$ cat src/hdl/werc_pkg.sv
// ----------------------------------------------------------------------------
// werc_pkg
// Shared types and constants for the windowed event rate counter: controller
// states, command and status structs, and fixed field widths.
// ----------------------------------------------------------------------------
package werc_pkg;

    localparam int NOW_W     = 32;
    localparam int CNT_W     = 32;
    localparam int TYPE_W    = 4;

    // slot number: cycles of the reciprocal multiply pipeline
    localparam int DIV_ITERS = 4;
    localparam int DIV_CNT_W = $clog2(DIV_ITERS);

    localparam logic [NOW_W:0] STALE_SECONDS = 33'd900;
    localparam int BACK_NEWEST = 1;
    localparam int BACK_1M     = 20;
    localparam int BACK_5M     = 100;

    localparam logic [TYPE_W-1:0] FIRST_COUNTED = 4'd3;
    localparam logic [TYPE_W-1:0] LAST_COUNTED  = 4'd6;

    localparam logic FUNC_EVENT = 1'b0;
    localparam logic FUNC_QUERY = 1'b1;

    typedef enum logic [3:0] {
        ST_CLEAR,
        ST_IDLE,
        ST_DISPATCH,
        ST_DIV,
        ST_TIME,
        ST_WALK,
        ST_COMMIT,
        ST_RD_NEWEST,
        ST_RD_1M,
        ST_RD_5M,
        ST_RD_15M,
        ST_RD_LAST,
        ST_BUMP,
        ST_FINISH
    } t_state;

    typedef enum logic [1:0] {
        RD_NEWEST,
        RD_1M,
        RD_5M,
        RD_15M
    } t_rd_sel;

    typedef enum logic [2:0] {
        CAP_NONE,
        CAP_NEWEST,
        CAP_1M,
        CAP_5M,
        CAP_15M
    } t_cap;

    typedef struct packed {
        logic    load;
        logic    div_step;
        logic    walk_init;
        logic    walk_step;
        logic    commit_time;
        logic    bump_type;
        logic    rd_en;
        t_rd_sel rd_sel;
        t_cap    cap;
        logic    out_load;
    } t_cmd;

    typedef struct packed {
        logic is_query;
        logic is_bad;
        logic is_counted;
        logic div_last;
        logic walk_done;
        logic out_free;
    } t_status;

endpackage

$ cat src/hdl/werc_ctrl.sv
// ----------------------------------------------------------------------------
// werc_ctrl
// Sequencing state machine: clearing pass, slot number division, slot walk,
// window reads and result hand-off, driven through the datapath commands.
// ----------------------------------------------------------------------------
module werc_ctrl
    import werc_pkg::*;
(
    input  logic    i_clk,
    input  logic    i_rst_n,
    input  logic    i_in_valid,
    input  t_status i_status,
    output logic    o_in_ready,
    output t_cmd    o_cmd
);

    t_state r_state;
    t_state n_state;

    always_ff @(posedge i_clk) begin
        if (!i_rst_n) begin
            r_state <= ST_CLEAR;
        end else begin
            r_state <= n_state;
        end
    end

    always_comb begin
        n_state      = r_state;
        o_in_ready   = 1'b0;
        o_cmd        = '0;
        o_cmd.rd_sel = RD_NEWEST;
        o_cmd.cap    = CAP_NONE;
        case (r_state)
            ST_CLEAR: begin
                o_cmd.walk_step = 1'b1;
                if (i_status.walk_done) begin
                    n_state = ST_IDLE;
                end
            end
            ST_IDLE: begin
                o_in_ready = 1'b1;
                if (i_in_valid) begin
                    o_cmd.load = 1'b1;
                    n_state    = ST_DISPATCH;
                end
            end
            ST_DISPATCH: begin
                if (i_status.is_query || i_status.is_counted) begin
                    n_state = ST_DIV;
                end else if (i_status.is_bad) begin
                    n_state = ST_FINISH;
                end else begin
                    n_state = ST_BUMP;
                end
            end
            ST_DIV: begin
                o_cmd.div_step = 1'b1;
                if (i_status.div_last) begin
                    n_state = ST_TIME;
                end
            end
            ST_TIME: begin
                o_cmd.walk_init = 1'b1;
                n_state         = ST_WALK;
            end
            ST_WALK: begin
                o_cmd.walk_step = 1'b1;
                if (i_status.walk_done) begin
                    n_state = ST_COMMIT;
                end
            end
            ST_COMMIT: begin
                o_cmd.commit_time = 1'b1;
                o_cmd.bump_type   = 1'b1;
                n_state = i_status.is_query ? ST_RD_NEWEST : ST_FINISH;
            end
            ST_RD_NEWEST: begin
                o_cmd.rd_en  = 1'b1;
                o_cmd.rd_sel = RD_NEWEST;
                n_state      = ST_RD_1M;
            end
            ST_RD_1M: begin
                o_cmd.rd_en  = 1'b1;
                o_cmd.rd_sel = RD_1M;
                o_cmd.cap    = CAP_NEWEST;
                n_state      = ST_RD_5M;
            end
            ST_RD_5M: begin
                o_cmd.rd_en  = 1'b1;
                o_cmd.rd_sel = RD_5M;
                o_cmd.cap    = CAP_1M;
                n_state      = ST_RD_15M;
            end
            ST_RD_15M: begin
                o_cmd.rd_en  = 1'b1;
                o_cmd.rd_sel = RD_15M;
                o_cmd.cap    = CAP_5M;
                n_state      = ST_RD_LAST;
            end
            ST_RD_LAST: begin
                o_cmd.cap = CAP_15M;
                n_state   = ST_FINISH;
            end
            ST_BUMP: begin
                o_cmd.bump_type = 1'b1;
                n_state         = ST_FINISH;
            end
            ST_FINISH: begin
                if (i_status.out_free) begin
                    o_cmd.out_load = 1'b1;
                    n_state        = ST_IDLE;
                end
            end
            default: begin
                n_state = ST_IDLE;
            end
        endcase
    end

endmodule

$ cat config.mk
export PLATFORM = sky130hd
export DESIGN_NAME = werc_ctrl
export DESIGN_NICKNAME = d
export VERILOG_FILES = /design/src/hdl/werc_pkg.sv /design/src/hdl/werc_ctrl.sv
export SDC_FILE = /design/constraint.sdc
export NUM_CORES = 1
export LEC_CHECK = 0
export BUFFER_PORTS_ARGS = -buffer_cell sky130_fd_sc_hd__buf_2
export CAP_MARGIN = 30
export CORE_AREA = 10 10 47 49
export DETAILED_ROUTE_END_ITERATION = 6
export DIE_AREA = 0 0 57 59
export GPL_TIMING_DRIVEN = 0
export PLACE_DENSITY = 0.72
export SLEW_MARGIN = 20
export SYNTH_ARGS = -nofsm -noshare
export SYNTH_HDL_FRONTEND = slang
export SYNTH_SLANG_ARGS = --single-unit
$ cat constraint.sdc
create_clock -name i_clk -period 1.6 [get_ports i_clk]
set_input_delay 0.16 -clock i_clk [delete_from_list [all_inputs] [get_ports i_clk]]
set_output_delay 0.16 -clock i_clk [all_outputs]
set_load 0.01 [all_outputs]
Word-level counts from Yosys, hierarchy flattened --
Index checks and enable logic that the tools add are counted.
Word-level totals: memory bits (writable) 0, memories kept 0, bits of input ports 9, flip-flop bits (word level) 4, bits in read-only memories 0, latch bits 0
Operators by class: shift operators 0, eq/ne operators 18, multipliers 0, div/mod/pow operators 0, mux-type cells 21, add/sub/neg operators 0, order comparisons 0, bitwise logic cells 0, reductions and logical operators 6
Operators with widths (number):
- 4-bit one-hot mux with 13 select lines | 1
- 4-bit two-way mux | 7
- 4-bit == test, second input constant | 6
- 3-bit one-hot mux with 4 select lines | 2
- 4-bit by 3-bit == test with 1-bit output, second input constant | 4
- 1-bit two-way mux | 11
- 2-bit inequality test, second input constant | 5
- 4-bit by 2-bit == test with 1-bit output, second input constant | 2
- 2-bit OR reduction | 3
- 5-bit AND reduction | 1
- 4-bit by 1-bit == test with 1-bit output, second input constant | 1
- 4-bit logical NOT | 1
- 1-bit logical OR | 1

Depth between registers and ports, before layout --
Gate-level depths: netlist of the first run.
depth in word-level cells 3, gate-level depth with buffers 5

Worst setup path before layout of the first run --
No wires, ideal clock.
path kind register to output, from register r_state[1], to output port o_cmd[12] (netlist bit), slack 0.239 ns, arrival 1.201 ns, buffers on the path 2, stages on the path, launching flop included 5, required time 1.440 ns, cells stage by stage dfxtp_1 > buf_2 > buf_2 > nor3_1 > and2_1
RTL lines:
- from (decl) | RTL line werc_ctrl.sv:17 | t_state r_state;
- from (signal assigned) | RTL line werc_ctrl.sv:24 | r_state <= n_state;
- to (decl) | RTL line werc_ctrl.sv:14 | output t_cmd o_cmd

==> impl_metrics.toml, run 1 <==
[setup_path]
criticalPathCategory = "register to primary output"
reg2reg_from = "r_state[2]$_SDFFE_PN0P_"
arrival_ns = 1.35
required_ns = 1.44
crit_path_max_fanout = 10
crit_path_start_kind = "register"
critPathLaunch = "r_state[1]$_SDFFE_PN0P_"
critPathCaptureType = "primary output"

[clock_tree]
numCtsBuffers = 3
post-cts-setup-buffers = 0
clock_path_buffers = 2
clkSinkCount = 4
cts_htree_levels = 1
clk_latency_ns = 0.24
cts-root-buf = "clkbuf_4"
clk_pin_slew_ns = 0.04
cts_tree = "built"
postCtsHoldBufs = 0

[timing]
period_share_pct = 94.67
setup_viol = 0
fin_hold_ws_ns = 0.1849
period_needed_ns = 1.515
max_freq_ghz = 0.6602
tightest_slew_ns = 0.3135
finClkSkew_ns = 0.007658
hold_violations = 0
slew_viol_final = 0
slew_headroom_pct = 79.10

[detailed_routing]
wl_met1_microns = 693
wirelength_microns = 1507
dr_total_vias = 611
top_layer_used = "met3"
wl_met3_microns = 141
vias_per_cell = 5.313
antenna_left = 0
first_iter_violations = 9
first_pass_iters = 4
wl_met2_microns = 672
wl_per_cell_microns = 13.10
drc_errors = 0

[job]
maxCapViolations = 0

[pwr]
power.density_nw_per_um2 = 999.3
pwr-share-comb_pct = 59.2
leakagePower_uw = 0.0003016
power.switching_uw = 299.2
p_int_uw = 377.2
p_sw_share_pct = 44.24
clkPwrFrac_pct = 19.1
pwr-share-seq_pct = 21.7
ir_drop_v = 0.0004727

[logic_synthesis]
synth_top_flop_cell = "dfxtp_1"
yosysSeqAreaShare_pct = 15.92
synth_cells = 74
synth-edff-count = 0
avgSynthCellArea_sq_um = 6.797
synthesis.nets = 83
async_flop_share_pct = 0
synth_seq_cells = 4
synth_cell_type_count = 31
syn_area_sq_um = 503.0
yosysWarnings = 0

[die]
num_rows = 14
die-area_sq_um = 3363
io-pin-count = 23
die_y_microns = 59
core_area_sq_um = 1401
start_util_pct = 35.89
fp.dieW_microns = 57

[grt]
grt_usage_pct = 8.398
grt_pass1_vias = 561
grt_pass1_wl_microns = 2415
grt_max_degree = 11
overflow = 0
antenna_found_initial = 0

[status]
outcome = "finished, final reports clean"

[finish]
reg_top3 = "r_state x4"
layout-drive-gt1-share_pct = 41.41
final_cell_area_sq_um = 676.9
layout-area-overhead-vs-synth_pct = 34.58
final_common_cell = "buf_2"
final_cell_mix = "22 x buf_2, 11 x nor2_1, 7 x nand2_1, 6 x clkbuf_4, 5 x a21oi_1"
num-nets-final = 110
n_antenna_cell = 0
largest_reg_flops = 4
largest_register = "r_state"
final_cells = 115

[hold_path]
hold_class = "primary input to register"
holdCritStartpoint = "i_rst_n"

[placement]
placed_area_sq_um = 633.1
place_congestion = 0.8588
place_inst = 112
post-dp-hpwl_microns = 1181
port_buffers = 22
==> routing by layer <==
layer	up-vias	global-route usage (%)
met4	0	1.007
met5	-	0
met1	276	10.38
li1	314	-
met2	21	13.18
met3	0	4.077
==> Yosys cell counts, types with 2 or more instances <==
library cell	number	area [sq um]
inv_2	2	7.510
dfxtp_1	4	80.08
nor3_1	3	15.01
a21oi_1	5	25.02
o21ai_1	2	10.01
nor2_1	11	41.29
buf_2	4	20.02
a211oi_1	2	15.01
o21ai_0	4	20.02
nor3b_1	2	15.01
o211ai_1	2	15.01
and3_1	3	18.77
nor2b_1	2	12.51
nand3b_1	2	15.01
nand2_1	7	26.28
nand2b_1	4	25.02
==> final cells by class <==
cell class	instances	area [sq um]
Multi-Input combinational cell	61	381.6
Tap cell	16	20.02
Sequential cell	4	82.58
Timing Repair Buffer	22	110.1
Buffer	6	48.80
Fill cell	156	724.4
Inverter	3	11.26
Clock buffer	3	22.52
==> critical path, cell delays in order, from the launching register on <==
cell and delay, ns:
dfxtp_1 0.29, clkbuf_4 0.19, buf_4 0.20, nor3_2 0.18
and2_1 0.14, buf_2 0.12
==> stage by stage <==
step	power, uW	utilization, %	setup TNS [ns]	setup slack, ns
after detailed placement	527.0	45.18	0	0.2257
after CTS	661.9	46.88	0	0.006445
after floorplan	420.3	-	0	0.2389
after global routing	733.8	48.30	-0.01511	-0.01435
after global placement	525.8	45.18	0	0.2237
final	676.4	48.30	0	0.08535
==> power by group through the flow <==
stage / clock network [uW] / logic [uW] / registers, uW
floorplan: 0 / 283 / 137
global placement: 0 / 380 / 146
detailed placement: 0 / 383 / 144
CTS: 134 / 385 / 143
global route: 139 / 446 / 149
finish: 129 / 400 / 147
==> timing repair <==
| action | in CTS | in global routing |
|---|---|---|
| gates resized for setup | 1 | 11 |
| endpoints found under the hold margin | 0 | 0 |
| endpoints found under the setup margin | 3 | 6 |
==> worst paths after layout <==
| check | depth (start not counted) | endpoint | slack, ns |
|---|---|---|---|
| setup / recovery | 5 | o_cmd[12] | 0.09 |
| setup reg to reg | 4 | r_state[1]$_SDFFE_PN0P_ | 0.29 |
| hold reg to reg | 3 | r_state[0]$_SDFFE_PN0P_ | 0.69 |
| hold / removal | 3 | r_state[0]$_SDFFE_PN0P_ | 0.18 |
==> cell families after synthesis <==
family	count (synthesis)	synth area share (%)
buf+inv	9	9.203
xor+xnor	1	1.742
simple gates	38	41.29
compound gates	22	31.84
flops	4	15.92
Power figures use the tool's default switching activity.
==> run 2: changes to the inputs <==
--- a/config.mk
+++ b/config.mk
@@ -5,6 +5,7 @@
 export SDC_FILE = /design/constraint.sdc
 export NUM_CORES = 1
 export LEC_CHECK = 0
+export ABC_AREA = 1
 export BUFFER_PORTS_ARGS = -buffer_cell sky130_fd_sc_hd__buf_2
 export CAP_MARGIN = 30
 export CORE_AREA = 10 10 47 49
==> run 2 against run 1 <==
- global-route usage increased by 1.4 points
- critical endpoint is now o_cmd[5]
- count of clock-buffer cells in the layout unchanged
- first-iteration DRC count increased by 130%
- utilization decreased by 1.3 points
- cell count increased by 17%
- total power increased by 88%
- wire length increased by 1.9%
- die area unchanged
==> impl_metrics.toml, run 2 <==
[pwr]
ir_drop_v = 0.0008814
leakagePower_uw = 0.0004536
power.density_nw_per_um2 = 1929
power_uw = 1272

[setup_path]
arrival_ns = 1.30
reg2reg_from = "r_state[2]$_SDFFE_PN0P_"
critPathLaunch = "r_state[0]$_SDFFE_PN0P_"
critPathCaptureType = "primary output"
crit_path_start_kind = "register"
required_ns = 1.44
crit_path_max_fanout = 7
criticalPathCategory = "register to primary output"

[clock_tree]
cts-root-buf = "clkbuf_4"
cts_tree = "built"
clkSinkCount = 4
postCtsHoldBufs = 0
cts_resized = 0
clk_pin_slew_ns = 0.04
numCtsBuffers = 3
cts_htree_levels = 1
clock_path_buffers = 2
clk_latency_ns = 0.25
post-cts-setup-buffers = 0

[timing]
period_share_pct = 91.30
setup_slack_ns = 0.1392
slew_viol_final = 0
rsz0062_at_grt = "no"
hold_violations = 0
fin_hold_ws_ns = 0.1756
finClkSkew_ns = 0.006614
setup_viol = 0
tns_ns = 0
slew_headroom_pct = 76.37
period_needed_ns = 1.461
max_freq_ghz = 0.6845
tightest_slew_ns = 0.3540

[logic_synthesis]
synthMuxAreaShare_pct = 0
avgSynthCellArea_sq_um = 5.351
synth_seq_cells = 4
yosysWarnings = 0
synth-edff-count = 0
synth_commonest_cells = "22 x nand2_1, 17 x nor2_1, 15 x inv_1"
yosysSeqAreaShare_pct = 15.92
synthesis.nets = 103
synthXorXnorAreaFrac_pct = 0
synth_cells = 94
synth_compound_area_share_pct = 8.706
synth_top_flop_cell = "dfxtp_1"
synth_top_area_share_pct = 16.42
synth_top_family_by_area = "simple AND/OR/NAND/NOR gates"
ys_top_cells_by_area = "nand2_1 16%, dfxtp_1 16%, nor2_1 13%"
synth_fa_ha_area_share_pct = 0
synth_cell_type_count = 17
yosys.area_share.simple_pct = 60.45
yosysMostFrequentCell = "nand2_1"
syn_area_sq_um = 503.0
yosysTopAreaCell = "nand2_1"
async_flop_share_pct = 0

[detailed_routing]
first_pass_iters = 4
first_iter_violations = 21
vias_per_cell = 4.822
antenna_left = 0
drc_errors = 0
wirelength_microns = 1535
dr_total_vias = 651
wl_per_cell_microns = 11.37

[finish]
layout-drive-gt1-share_pct = 37.82
num-nets-final = 130
n_antenna_cell = 0
reg_top3 = "r_state x4"
final_cells = 135
layout-area-overhead-vs-synth_pct = 31.09
largest_reg_flops = 4
largest_register = "r_state"
final_cell_mix = "22 x nand2_1, 22 x buf_2, 16 x nor2_1, 15 x inv_1, 10 x nand3_1"

[die]
num_rows = 14
start_util_pct = 35.89
io-pin-count = 23
core_area_sq_um = 1401
die-area_sq_um = 3363
fp.dieW_microns = 57
die_y_microns = 59

[job]
maxCapViolations = 0

[hold_path]
holdCritStartpoint = "i_rst_n"
hold_class = "primary input to register"

[placement]
dp_slack_ns = 0.2804
place_inst = 132
post-dp-hpwl_microns = 1256
port_buffers = 22
place_congestion = 0.8476

[grt]
antenna_found_initial = 0
grt_usage_pct = 9.806
grt_pass1_wl_microns = 2704
grt_max_degree = 9
overflow = 0
grt_pass1_vias = 651

[status]
outcome = "finished, final reports clean"
[run 2: cell count changes after synthesis, moves of 3 or more]
| cell | delta |
|---|---|
| nand2b_1 | -4 |
| a21oi_1 | -5 |
| nor2_1 | +6 |
| buf_2 | -4 |
| nand3_1 | +10 |
| nand2_1 | +15 |
| nand2_2 | +3 |
| and3_1 | -3 |
| inv_1 | +14 |
| nor2_2 | +4 |
| inv_2 | +3 |
[run 2: path summary, 6_finish.rpt]
check | depth (start not counted) | to | slack, ns
hold / removal | 3 | r_state[1]$_SDFFE_PN0P_ | 0.18
setup reg to reg | 8 | r_state[1]$_SDFFE_PN0P_ | 0.26
hold reg to reg | 2 | r_state[2]$_SDFFE_PN0P_ | 0.56
setup / recovery | 5 | o_cmd[5] | 0.14
[run 2: worst max-delay path: stages (launching register included)]
cell     delay (ns)
dfxtp_1        0.50
inv_2          0.10
nand2_1        0.12
nand3_1        0.14
inv_1          0.07
buf_2          0.12
[run 2: per-layer routing]
layer / up-vias / global-route usage [%] / routed length [microns]
li1: 339 / - / -
met1: 283 / 10.79 / 676
met2: 24 / 15.19 / 740
met3: 5 / 2.361 / 68
met4: 0 / 9.060 / 49
met5: - / 0 / 0
[run 2: cell families after synthesis]
logic type / count (synthesis)
buf+inv: 20
simple gates: 63
compound gates: 7
flops: 4
[run 2: per-stage QoR]
| step | utilization (%) | instance area (sq um) |
|---|---|---|
| after floorplan | - | 503.0 |
| after global placement | 45.18 | 633.1 |
| after detailed placement | 45.18 | 633.1 |
| after CTS | 46.79 | 655.6 |
| after global routing | 47.05 | 659.4 |
| final | 47.05 | 659.4 |
[run 2: area by class of cell]
type                            count  area, sq um
Fill cell                         165        742.0
Multi-Input combinational cell     70        350.3
Timing Repair Buffer               22        110.1
Sequential cell                     4        81.33
Inverter                           20        75.07
Clock buffer                        3        22.52
Tap cell                           16        20.02
[run 2: report_power, final]
part / leakage [uW] / switching [uW] / internal [uW] / total, uW
Clock: 0.0000138 / 49.2 / 84.4 / 134
Combinational: 0.000406 / 573 / 318 / 891
Sequential: 0.0000333 / 97.1 / 150 / 247
